$ cat src/design/mtq_pkg.sv
`timescale 1ns / 1ps
package mtq_pkg;

  localparam int DEPTH  = 16;
  localparam int DATA_W = 32;
  localparam int CNT_W  = $clog2(DEPTH + 1);

  typedef logic signed [DATA_W-1:0] data_t;
  typedef logic [CNT_W-1:0]         cnt_t;

  // One stack slot: the value and the minimum of it and everything below it
  typedef struct packed {
    data_t val;
    data_t mn;
  } entry_t;

  typedef enum logic [1:0] {
    STK_HOLD,
    STK_PUSH,
    STK_POP
  } stk_op_t;

  localparam logic KIND_PUSH = 1'b0;
  localparam logic KIND_POP  = 1'b1;

endpackage

$ cat src/design/mtq_cell.sv
`timescale 1ns / 1ps
module mtq_cell (
  input  logic             clk,
  input  mtq_pkg::stk_op_t op,
  input  mtq_pkg::entry_t  from_above,
  input  mtq_pkg::entry_t  from_below,
  output mtq_pkg::entry_t  q
);

  mtq_pkg::entry_t q_r;

  // push shifts the column down, pop shifts it up
  always_ff @(posedge clk) begin
    unique case (op)
      mtq_pkg::STK_PUSH: q_r <= from_above;
      mtq_pkg::STK_POP:  q_r <= from_below;
      default:           q_r <= q_r;
    endcase
  end

  assign q = q_r;

endmodule

$ cat src/design/mtq_stack.sv
`timescale 1ns / 1ps
module mtq_stack (
  input  logic             clk,
  input  logic             rst_n,
  input  mtq_pkg::stk_op_t op,
  input  mtq_pkg::data_t   push_val,
  output mtq_pkg::entry_t  top,
  output mtq_pkg::cnt_t    count
);

  mtq_pkg::entry_t cell_q [mtq_pkg::DEPTH];
  mtq_pkg::entry_t new_entry;
  mtq_pkg::cnt_t   count_r;
  mtq_pkg::cnt_t   count_nxt;

  // running minimum of the new top against the current top
  always_comb begin
    new_entry.val = push_val;
    if (count_r != '0 && cell_q[0].mn < push_val) begin
      new_entry.mn = cell_q[0].mn;
    end else begin
      new_entry.mn = push_val;
    end
  end

  for (genvar i = 0; i < mtq_pkg::DEPTH; i++) begin : g_cell
    mtq_pkg::entry_t above;
    mtq_pkg::entry_t below;
    if (i == 0) begin : g_top
      assign above = new_entry;
    end else begin : g_mid
      assign above = cell_q[i-1];
    end
    if (i == mtq_pkg::DEPTH - 1) begin : g_bot
      assign below = cell_q[i];
    end else begin : g_up
      assign below = cell_q[i+1];
    end
    mtq_cell u_cell (
      .clk        (clk),
      .op         (op),
      .from_above (above),
      .from_below (below),
      .q          (cell_q[i])
    );
  end

  always_comb begin
    unique case (op)
      mtq_pkg::STK_PUSH: count_nxt = count_r + mtq_pkg::CNT_W'(1);
      mtq_pkg::STK_POP:  count_nxt = count_r - mtq_pkg::CNT_W'(1);
      default:           count_nxt = count_r;
    endcase
  end

  always_ff @(posedge clk) begin
    if (!rst_n) begin
      count_r <= '0;
    end else begin
      count_r <= count_nxt;
    end
  end

  assign top   = cell_q[0];
  assign count = count_r;

endmodule

$ cat src/design/min_tracking_queue.sv
`timescale 1ns / 1ps
// First-in first-out queue of signed 32-bit values with a running minimum.
// Input: drive in_kind (push or pop) and in_value with start; the beat is
// taken at a clock edge where start is high and busy is low. busy stays high
// until the result has been issued, so one operation is in flight at a time.
// Output: out_valid is high for exactly one cycle per input beat and carries
// popped value, front, back, minimum, occupancy, empty and error flags as they
// stand after the operation. The receiver cannot stall; a result not taken in
// its cycle is gone.
// Steps: the beat is registered at accept, the stacks act in the execute
// state, and the result is registered in the report state. A pop that finds
// the pop side empty first moves the push side across one entry per cycle
// through the two cell columns, then pops the pop side before it reports.
// Capacity is 16 values; a push on a full queue or a pop on an empty one
// reports error and changes nothing.
// Reset (rst_n low, synchronous) empties both stacks and clears the strobe.
module min_tracking_queue (
  input  logic                 clk,
  input  logic                 rst_n,
  input  logic                 start,
  output logic                 busy,
  input  logic                 in_kind,
  input  logic signed [31:0]   in_value,
  output logic                 out_valid,
  output logic signed [31:0]   out_popped_value,
  output logic signed [31:0]   out_front_value,
  output logic signed [31:0]   out_back_value,
  output logic signed [31:0]   out_min_value,
  output logic [4:0]           out_occupancy,
  output logic                 out_is_empty,
  output logic                 out_error
);

  typedef enum logic [2:0] {
    S_IDLE,
    S_EXEC,
    S_XFER,
    S_POP,
    S_REPORT
  } state_t;

  state_t           state_r;
  logic             kind_r;
  mtq_pkg::data_t   value_r;
  mtq_pkg::data_t   push_first_r;
  mtq_pkg::data_t   pop_last_r;
  mtq_pkg::data_t   popped_r;
  logic             err_r;

  logic             out_valid_r;
  mtq_pkg::data_t   out_popped_r;
  mtq_pkg::data_t   out_front_r;
  mtq_pkg::data_t   out_back_r;
  mtq_pkg::data_t   out_min_r;
  mtq_pkg::cnt_t    out_occ_r;
  logic             out_empty_r;
  logic             out_err_r;

  mtq_pkg::stk_op_t push_op;
  mtq_pkg::stk_op_t pop_op;
  mtq_pkg::data_t   pop_in_val;
  mtq_pkg::entry_t  push_top;
  mtq_pkg::entry_t  pop_top;
  mtq_pkg::cnt_t    push_cnt;
  mtq_pkg::cnt_t    pop_cnt;
  mtq_pkg::cnt_t    total;

  mtq_pkg::data_t   front_nxt;
  mtq_pkg::data_t   back_nxt;
  mtq_pkg::data_t   min_nxt;

  assign total = push_cnt + pop_cnt;

  // stack commands per state
  always_comb begin
    push_op    = mtq_pkg::STK_HOLD;
    pop_op     = mtq_pkg::STK_HOLD;
    pop_in_val = push_top.val;
    unique case (state_r)
      S_EXEC: begin
        if (kind_r == mtq_pkg::KIND_PUSH) begin
          if (total < mtq_pkg::CNT_W'(mtq_pkg::DEPTH)) begin
            push_op = mtq_pkg::STK_PUSH;
          end
        end else if (pop_cnt != '0) begin
          pop_op = mtq_pkg::STK_POP;
        end
      end
      S_XFER: begin
        push_op = mtq_pkg::STK_POP;
        pop_op  = mtq_pkg::STK_PUSH;
      end
      S_POP: begin
        pop_op = mtq_pkg::STK_POP;
      end
      default: begin
      end
    endcase
  end

  mtq_stack u_push_stk (
    .clk      (clk),
    .rst_n    (rst_n),
    .op       (push_op),
    .push_val (value_r),
    .top      (push_top),
    .count    (push_cnt)
  );

  mtq_stack u_pop_stk (
    .clk      (clk),
    .rst_n    (rst_n),
    .op       (pop_op),
    .push_val (pop_in_val),
    .top      (pop_top),
    .count    (pop_cnt)
  );

  // report fields from the settled state
  always_comb begin
    front_nxt = '0;
    back_nxt  = '0;
    min_nxt   = '0;
    if (total != '0) begin
      front_nxt = (pop_cnt == '0) ? push_first_r : pop_top.val;
      back_nxt  = (push_cnt == '0) ? pop_last_r : push_top.val;
      if (push_cnt == '0) begin
        min_nxt = pop_top.mn;
      end else if (pop_cnt == '0) begin
        min_nxt = push_top.mn;
      end else begin
        min_nxt = (push_top.mn < pop_top.mn) ? push_top.mn : pop_top.mn;
      end
    end
  end

  always_ff @(posedge clk) begin
    if (!rst_n) begin
      state_r      <= S_IDLE;
      push_first_r <= '0;
      pop_last_r   <= '0;
      out_valid_r  <= 1'b0;
    end else begin
      out_valid_r <= 1'b0;
      unique case (state_r)
        S_IDLE: begin
          if (start) begin
            kind_r   <= in_kind;
            value_r  <= in_value;
            popped_r <= '0;
            err_r    <= 1'b0;
            state_r  <= S_EXEC;
          end
        end
        S_EXEC: begin
          state_r <= S_REPORT;
          if (kind_r == mtq_pkg::KIND_PUSH) begin
            if (total >= mtq_pkg::CNT_W'(mtq_pkg::DEPTH)) begin
              err_r <= 1'b1;
            end else if (push_cnt == '0) begin
              push_first_r <= value_r;
            end
          end else if (total == '0) begin
            err_r <= 1'b1;
          end else if (pop_cnt == '0) begin
            // pop side dry: move the push side across first
            pop_last_r   <= push_top.val;
            push_first_r <= '0;
            state_r      <= S_XFER;
          end else begin
            popped_r <= pop_top.val;
          end
        end
        S_XFER: begin
          if (push_cnt == mtq_pkg::CNT_W'(1)) begin
            state_r <= S_POP;
          end
        end
        S_POP: begin
          popped_r <= pop_top.val;
          state_r  <= S_REPORT;
        end
        S_REPORT: begin
          out_valid_r  <= 1'b1;
          out_popped_r <= popped_r;
          out_front_r  <= front_nxt;
          out_back_r   <= back_nxt;
          out_min_r    <= min_nxt;
          out_occ_r    <= total;
          out_empty_r  <= (total == '0);
          out_err_r    <= err_r;
          state_r      <= S_IDLE;
        end
        default: state_r <= S_IDLE;
      endcase
    end
  end

  assign busy             = (state_r != S_IDLE);
  assign out_valid        = out_valid_r;
  assign out_popped_value = out_popped_r;
  assign out_front_value  = out_front_r;
  assign out_back_value   = out_back_r;
  assign out_min_value    = out_min_r;
  assign out_occupancy    = out_occ_r;
  assign out_is_empty     = out_empty_r;
  assign out_error        = out_err_r;

endmodule

$ cat config.mk
export PLATFORM = sky130hd
export DESIGN_NAME = min_tracking_queue
export DESIGN_NICKNAME = d
export VERILOG_FILES = /design/src/design/mtq_pkg.sv /design/src/design/mtq_cell.sv /design/src/design/mtq_stack.sv /design/src/design/min_tracking_queue.sv
export SDC_FILE = /design/constraint.sdc
export NUM_CORES = 2
export LEC_CHECK = 0
export BUFFER_PORTS_ARGS = -buffer_cell sky130_fd_sc_hd__buf_2
export CORE_ASPECT_RATIO = 2
export CORE_MARGIN = 3
export CORE_UTILIZATION = 45
export CTS_BUF_LIST = sky130_fd_sc_hd__clkbuf_4 sky130_fd_sc_hd__clkbuf_8
export DETAILED_ROUTE_END_ITERATION = 12
export PLACE_DENSITY = 0.7
export SKIP_CTS_REPAIR_TIMING = 1
export SKIP_LAST_GASP = 1
export SLEW_MARGIN = 5
export SYNTH_ARGS = -nofsm -noshare
export SYNTH_HDL_FRONTEND = slang
export SYNTH_SLANG_ARGS = --single-unit
$ cat constraint.sdc
create_clock -name clk -period 37.1 [get_ports clk]
set_clock_uncertainty 0.15 [all_clocks]
set_input_delay 0 -clock clk [delete_from_list [all_inputs] [get_ports clk]]
set_output_delay 0 -clock clk [all_outputs]
set_load 0.01 [all_outputs]
# Word-level counts from Yosys, hierarchy flattened
# Index checks and enable logic that the tools add are counted.
# Widths: inputs -> output; s select.
# totals
ff_bits,2327
inputBits,36
out_inout_bits,137
word_cells,204
# op_classes
n_addsub,5
order_cmp,5
eq_ne,21
mux,67
n_bitwise,1
reduce_logical,24
# op_table
operator,count
$pmux 64 s2,30
$mux 32,16
$lt 32x32->1,3
$pmux 32 s3,1
$pmux 5 s2,2
$ne 2x2->1 const B,9
$logic_not 5->1,3
$mux 3,5
$reduce_bool 5->1,3
$pmux 3 s4,1
$add 5x1->5 const B,2
$reduce_and 5->1,2
$sub 5x1->5 const B,2
$reduce_and 2->1,4
$reduce_bool 2->1,4
$mux 1,7
$eq 3x2->1 const B,2
$ne 3x3->1 const B,2
$pmux 2 s3,1
$reduce_and 6->1,1
$reduce_bool 3->1,2
$add 5x5->5,1
$eq 5x1->1 const B,1
$ge 5x5->1 const B,1
14 further kinds,18

# Depth between registers and ports, before layout
# depth
word_depth,8
depth_mapped,16
depth_no_buf,14

# Cells and area by module
# A second synthesis with hierarchy kept.
# unflattened
cells_unflattened,6218
hier_area_um2,113689.0
# modules_own_cells
mod,instances,cells_each,area_each_um2,seq_area_each_um2
mtq_cell,32,138,3019.1,1921.8
min_tracking_queue,1,954,11165.7,7397.1
mtq_stack,2,424,2955.3,100.1

# Worst setup path after synthesis
# No wires, ideal clock.
# synth_path
path_type,register -> register
startpoint,reg u_pop_stk.count_r[0] (netlist: u_pop_stk.count[0])
endpoint,reg u_push_stk.count_r[3] (netlist: u_push_stk.count[3])
setup_time_ns,0.060
arrival_time_ns,23.449
required_time_ns,36.890
slack_ns,13.441
stages_incl_launch_ff,14
n_path_buf,0
period_less_slack_ns,23.659
cell_sequence,dfxtp_1 -> ha_1 -> inv_1 -> fa_1 -> nand2b_1 -> a21oi_1 -> xnor2_1 -> inv_1 -> nor3_1 -> ha_1 -> inv_1 -> o21ai_0 -> xnor2_1 -> and2_1
# synth_via
elab_chain_cells,7
word_cells_on_any_way,9
classes_between,add/sub (1); order compare (1); eq/ne (2); mux (4); reduce/logical (1)
# synth_lines
element,line,source
"start, declared",mtq_stack.sv:13,mtq_pkg::cnt_t count_r;
"start signal, assigned",mtq_stack.sv:60,count_r <= count_nxt;
$add 5x5->5 (*),min_tracking_queue.sv:72,assign total = push_cnt + pop_cnt;
via total[4],min_tracking_queue.sv:66,mtq_pkg::cnt_t total;
$lt 5x5->1 (*),min_tracking_queue.sv:82,if (total < mtq_pkg::CNT_W'(mtq_pkg::DEPTH)) begin
$mux 1 (*),min_tracking_queue.sv:82,
$mux 1 (*),min_tracking_queue.sv:81,if (kind_r == mtq_pkg::KIND_PUSH) begin
$pmux 2 s2 (*),min_tracking_queue.sv:79,unique case (state_r)
$eq 2x2->1 / $eq 2x1->1 (equally long branches),mtq_stack.sv:49,unique case (op)
$pmux 5 s2 / $reduce_bool 2->1 (equally long branches),-,
"end signal, assigned",mtq_stack.sv:60,
"end, declared",mtq_stack.sv:13,
# Mark *: on every way through the listed nets, which the timed path passes. The rest lies on a longest branch.
# A chain may end at the register's enable or synchronous reset.

# Worst setup path after layout
# layout_path
startpoint,reg u_push_stk.count_r[0] (netlist: u_push_stk.count[0])
endpoint,reg u_push_stk.g_cell[5].u_cell.q_r (netlist bit u_push_stk.g_cell[5].u_cell.q[0]) (data pin)
# layout_via
elab_chain_cells,7
word_cells_on_any_way,8
classes_between,add/sub (1); order compare (1); eq/ne (2); mux (4)
# layout_lines
element,line,source
$add 5x5->5 (*),min_tracking_queue.sv:72,
via total[4],min_tracking_queue.sv:66,
$lt 5x5->1 (*),min_tracking_queue.sv:82,
$mux 1 (*),min_tracking_queue.sv:82,
$mux 1 (*),min_tracking_queue.sv:81,
$pmux 2 s2 (*),min_tracking_queue.sv:79,
$eq 2x2->1 / $eq 2x1->1 (equally long branches),mtq_cell.sv:14,unique case (op)
$pmux 64 s2 (*),mtq_cell.sv:14,
"end signal, assigned",mtq_cell.sv:15,mtq_pkg::STK_PUSH: q_r <= from_above;
"end signal, assigned",mtq_cell.sv:16,mtq_pkg::STK_POP: q_r <= from_below;
"end signal, assigned",mtq_cell.sv:17,default: q_r <= q_r;
"end, declared",mtq_cell.sv:10,mtq_pkg::entry_t q_r;
# Marked as above.

==> impl_summary.log <==
INFO  metric yosysWarningCount = 0
INFO  metric slew_viol_final = 0
INFO  metric drive_gt1_share = 39.8%
INFO  metric critical-path-slowest-cell = sky130_fd_sc_hd__buf_4
INFO  metric max_clock_freq = roughly 160 MHz
INFO  metric critical_path_required = between 30 and 40 ns
INFO  metric startpoint = u_push_stk.count[0]
INFO  metric critical_path.reg2reg.startpoint = u_push_stk.count[0]
INFO  metric cts_tree = yes
INFO  metric unrepaired_setup_endpoints_after_global_routing = no
INFO  metric io_buffer_count = 172
INFO  metric clkTransAtPathRegs = 0.07 ns
INFO  metric maxSlewHeadroom = 18.0%
INFO  metric post_synth.cell_area_avg = approximately 17 µm²
INFO  metric synthToLayoutAreaGrowth = 11.5%
INFO  metric maxCapViolCount = 0
INFO  metric period_needed = 6.42 ns
INFO  metric detail_route.drc_violations = 0
INFO  metric grt_max_degree = 211
INFO  metric gp_congestion = roughly 0.86
INFO  metric clock_insertion_delay_worst_skew = 0.96 ns
INFO  metric chipHeight = about 660 µm
INFO  metric coreArea = approximately 220000 µm²
INFO  metric floorplan.initialDensity = 45.3%
INFO  metric boundaryPins = ~170
INFO  metric grt_remaining_overflow = 0
INFO  metric violations = hold timing
INFO  metric root_buffer = sky130_fd_sc_hd__clkbuf_8
INFO  metric grt_first_pass_wirelength = 312000 µm
INFO  metric dp.final_hpwl = 136000 µm
INFO  metric critPathKind = reg2reg
INFO  metric num-nets-final = 6248
INFO  metric routed_via_density = 5.45
INFO  metric antenna_left = 0
INFO  metric grtUsageTotal = between 10% and 20%
INFO  metric first_global_vias = roughly 52000
INFO  metric critPathMaxStageDelay = 0.83 ns
INFO  metric hold-worst-slack = -0.00104 ns
INFO  metric cp_data_arrival_time = 6.94 ns
INFO  metric ys_seq_elements = 2327
INFO  metric post_synth_num_cell_types = 62
INFO  metric critical_path.cell_chain = ha_1, inv_1, fa_1, nand2b_1, a21oi_1, xnor2_2, buf_4, inv_1, nor3_1, inv_1, ha_4, buf_12, buf_12, buf_4, mux2_2
INFO  metric fp-row-count = ~240
INFO  metric hold_path_startpoint = rst_n
INFO  metric fin_total_pwr = 0.00531 W
INFO  metric maximum_root_to_sink_buffer_count = 4
INFO  metric power_per_cell_area = 48.7 nW/µm²
INFO  metric vias = 49967
INFO  metric initial_antenna_violation_count = 16
INFO  metric final_cell_count_no_fill = 9160
INFO  metric min_path_type = in2reg
INFO  metric largest_vdd_supply_drop = 0.0268 mV
INFO  metric cpMostUsedCell = sky130_fd_sc_hd__inv_1
INFO  metric timing.final.hold_violations = 1
INFO  metric postSynth.asyncResetShare = 0%
INFO  metric drt-wirelength-per-cell = 22.8 µm
INFO  metric sum_of_routed_wire_length_over_all_layers = between 200000 and 250000 µm
INFO  metric htree_levels = 5
INFO  metric final-setup-viol-count = 0
INFO  metric count_of_placed_standard_cells_including_taps = 8490
INFO  metric critical_path.startpoint_type = flop
INFO  metric path_max_fanout = between 200 and 250
INFO  metric synth-edff-count = 2249
INFO  metric cts-buffers-inserted = about 340
INFO  metric fill_cells = about 18000
INFO  metric status = finished with violations
INFO  metric tightestPinTransition = 1.23 ns
INFO  metric ys_dominant_reg_cell = sky130_fd_sc_hd__edfxtp_1
INFO  metric power_leakage = 35.4 nW
INFO  metric crit_path_end_kind = flop
INFO  metric fin_tns_setup = 0 ns
INFO  metric syn_area = 97700 µm²
INFO  metric die_width = 335 µm
INFO  metric post-route-period-util = between 15 and 20%
INFO  metric synth_nets = 5913
INFO  metric synth_seq_area_share = 70.8%
INFO  metric syn-instance-count = 5767
INFO  metric drt_pass1_iterations = 6
INFO  metric numClockSinks = about 2300
INFO  metric dr.first_iter.drc_count = 3779
INFO  metric die_area = 223000 µm²
## cell type report
type                       instances  area (µm²)  share of cell area, %
multi-input combinational       3014       27100                   24.9
clock inverter                   116         776                  0.712
tap                             2794        3500                   3.21
clock buffer                     478        5800                   5.33
sequential                      2327       69100                   63.4
inverter                         113         442                  0.406
antenna                            7        17.5                 0.0161
timing repair buffer             311        2190                   2.01
## layer usage
metal | vias to the layer above | GRT usage [%] | share of wire [%]
met5 | - | 0 | 0.020
met4 | 6 | 10.4 | 5.9
met3 | 478 | 2.72 | 4.4
met2 | 1249 | 31.7 | 51
met1 | 25387 | 21.4 | 39
li1 | 22847 | - | -
## placed cells by master, fill, tap and decap left out, types with 11 or more instances in the layout
cell                               n
sky130_fd_sc_hd__nand4_1          17
sky130_fd_sc_hd__and2_1           38
sky130_fd_sc_hd__mux2_2         1730
sky130_fd_sc_hd__o41ai_1          31
sky130_fd_sc_hd__ha_1            104
sky130_fd_sc_hd__buf_2           172
sky130_fd_sc_hd__clkbuf_4        124
sky130_fd_sc_hd__a32oi_1          32
sky130_fd_sc_hd__nand2b_1         71
sky130_fd_sc_hd__nand3_1          42
sky130_fd_sc_hd__inv_1           110
sky130_fd_sc_hd__a2111oi_0        34
sky130_fd_sc_hd__nor2_1           28
sky130_fd_sc_hd__a22o_1           32
sky130_fd_sc_hd__clkinv_1         62
sky130_fd_sc_hd__o21ai_0         109
sky130_fd_sc_hd__dfxtp_1          78
sky130_fd_sc_hd__nor3_1           11
sky130_fd_sc_hd__clkbuf_8        354
sky130_fd_sc_hd__dlygate4sd3_1    69
sky130_fd_sc_hd__nand2_1         542
sky130_fd_sc_hd__buf_4            61
sky130_fd_sc_hd__clkinv_2         25
sky130_fd_sc_hd__edfxtp_1       2249
sky130_fd_sc_hd__a21oi_1         107
## where the power goes
part / leakage, nW / total (W) / switching, W / internal [W]
combinational: 10.9 / 0.000248 / 0.000157 / 0.0000909
sequential: 21.1 / 0.00303 / 0.0000525 / 0.00297
clock: 3.48 / 0.00203 / 0.000968 / 0.00107
total: 35.4 / 0.00531 / 0.00118 / 0.00413
## logic make-up (layout without fill, tap and decap cells)
family	after synthesis	count (layout)	synth area share, %
flops	2327	2327	70.8
simple gates	777	777	3.49
compound gates	382	382	2.58
buf+inv	426	1018	1.66
other cells	0	7	0
mux	1732	1732	20.0
xor+xnor	13	13	0.124
fa+ha+maj	110	110	1.42
## worst max-delay path, delay by kind of cell, from the launching register on
family	cells	cell delay [ns]
adder cells (fa/ha/maj)	3	1.17
flip-flops	1	0.46
AND/OR/NAND/NOR	2	0.28
multiplexers	1	0.42
buffers and inverters	7	2.97
XOR/XNOR	1	0.08
AO/OA/AOI/OAI	1	0.24
## sequential cells by signal (all words and copies together) (netlist names)
| register | cells |
|---|---|
| out_back_value | 32 |
| u_push_stk.g_cell.u_cell.q | 1024 |
| kind_r | 1 |
| pop_last_r | 32 |
| out_min_value | 32 |
| out_is_empty | 1 |
| push_first_r | 32 |
| out_front_value | 32 |
| popped_r | 32 |
| out_popped_value | 32 |
| out_occupancy | 5 |
| state_r | 3 |
| err_r | 1 |
| u_push_stk.count | 5 |
| out_valid | 1 |
| u_pop_stk.g_cell.u_cell.q | 1024 |
| u_pop_stk.count | 5 |
| out_error | 1 |
| value_r | 32 |
## Yosys cell counts (2+ instances only)
master | count | share of area (%)
sky130_fd_sc_hd__inv_1 | 112 | 0.43
sky130_fd_sc_hd__a2111oi_0 | 35 | 0.31
sky130_fd_sc_hd__mux2i_1 | 2 | 0.020
sky130_fd_sc_hd__a32oi_1 | 32 | 0.29
sky130_fd_sc_hd__a21oi_1 | 108 | 0.55
sky130_fd_sc_hd__o41ai_1 | 31 | 0.28
sky130_fd_sc_hd__ha_1 | 108 | 1.4
sky130_fd_sc_hd__buf_1 | 9 | 0.035
sky130_fd_sc_hd__buf_2 | 16 | 0.082
sky130_fd_sc_hd__nor3b_1 | 2 | 0.015
sky130_fd_sc_hd__nand2b_1 | 71 | 0.45
sky130_fd_sc_hd__fa_1 | 2 | 0.041
sky130_fd_sc_hd__nand3_1 | 42 | 0.22
sky130_fd_sc_hd__xor2_1 | 3 | 0.027
sky130_fd_sc_hd__o21a_1 | 4 | 0.031
sky130_fd_sc_hd__o2111ai_1 | 2 | 0.018
sky130_fd_sc_hd__mux2_2 | 1730 | 20
sky130_fd_sc_hd__nor4_1 | 5 | 0.032
sky130_fd_sc_hd__nand2_1 | 543 | 2.1
sky130_fd_sc_hd__nor3_1 | 12 | 0.061
sky130_fd_sc_hd__dfxtp_1 | 78 | 1.6
sky130_fd_sc_hd__a21o_1 | 5 | 0.038
sky130_fd_sc_hd__xnor2_1 | 9 | 0.081
sky130_fd_sc_hd__a22o_1 | 32 | 0.29
sky130_fd_sc_hd__edfxtp_1 | 2249 | 69
sky130_fd_sc_hd__nor4b_1 | 4 | 0.036
sky130_fd_sc_hd__o21ai_0 | 109 | 0.56
sky130_fd_sc_hd__nor2b_1 | 4 | 0.026
sky130_fd_sc_hd__nand4_1 | 17 | 0.11
sky130_fd_sc_hd__nor2_1 | 28 | 0.11
sky130_fd_sc_hd__o211ai_1 | 2 | 0.015
sky130_fd_sc_hd__and2_1 | 39 | 0.25
sky130_fd_sc_hd__o211a_1 | 3 | 0.031
sky130_fd_sc_hd__or3_1 | 2 | 0.013
sky130_fd_sc_hd__a211oi_1 | 3 | 0.023
sky130_fd_sc_hd__clkbuf_1 | 288 | 1.1
## path summary, 6_finish.rpt
check / end / slack (ns) / cells past startpoint
worst max-delay path: u_push_stk.g_cell[5].u_cell.q[0] / 30.68 / 15
worst max register to register: u_push_stk.g_cell[5].u_cell.q[0] / 30.68 / 15
worst min-delay path: state_r[1] / -0.001 / 4
worst min register to register: out_popped_value[9] / 0.27 / 0
## through the flow
stage                     hold WS [ns]  area [µm²]  worst slack (ns)  utilization, %
after detailed placement        0.0299      102000             30.83            47.1
after global routing            0.0137      109000             30.35            50.5
final                         -0.00104      109000             30.68            50.5
after global placement          0.0297      102000             30.87            47.1
after CTS                        -1.03      108000             30.81            50.2
after floorplan                -0.0511       97700             13.44               -
(Power assumes the default switching activity.)
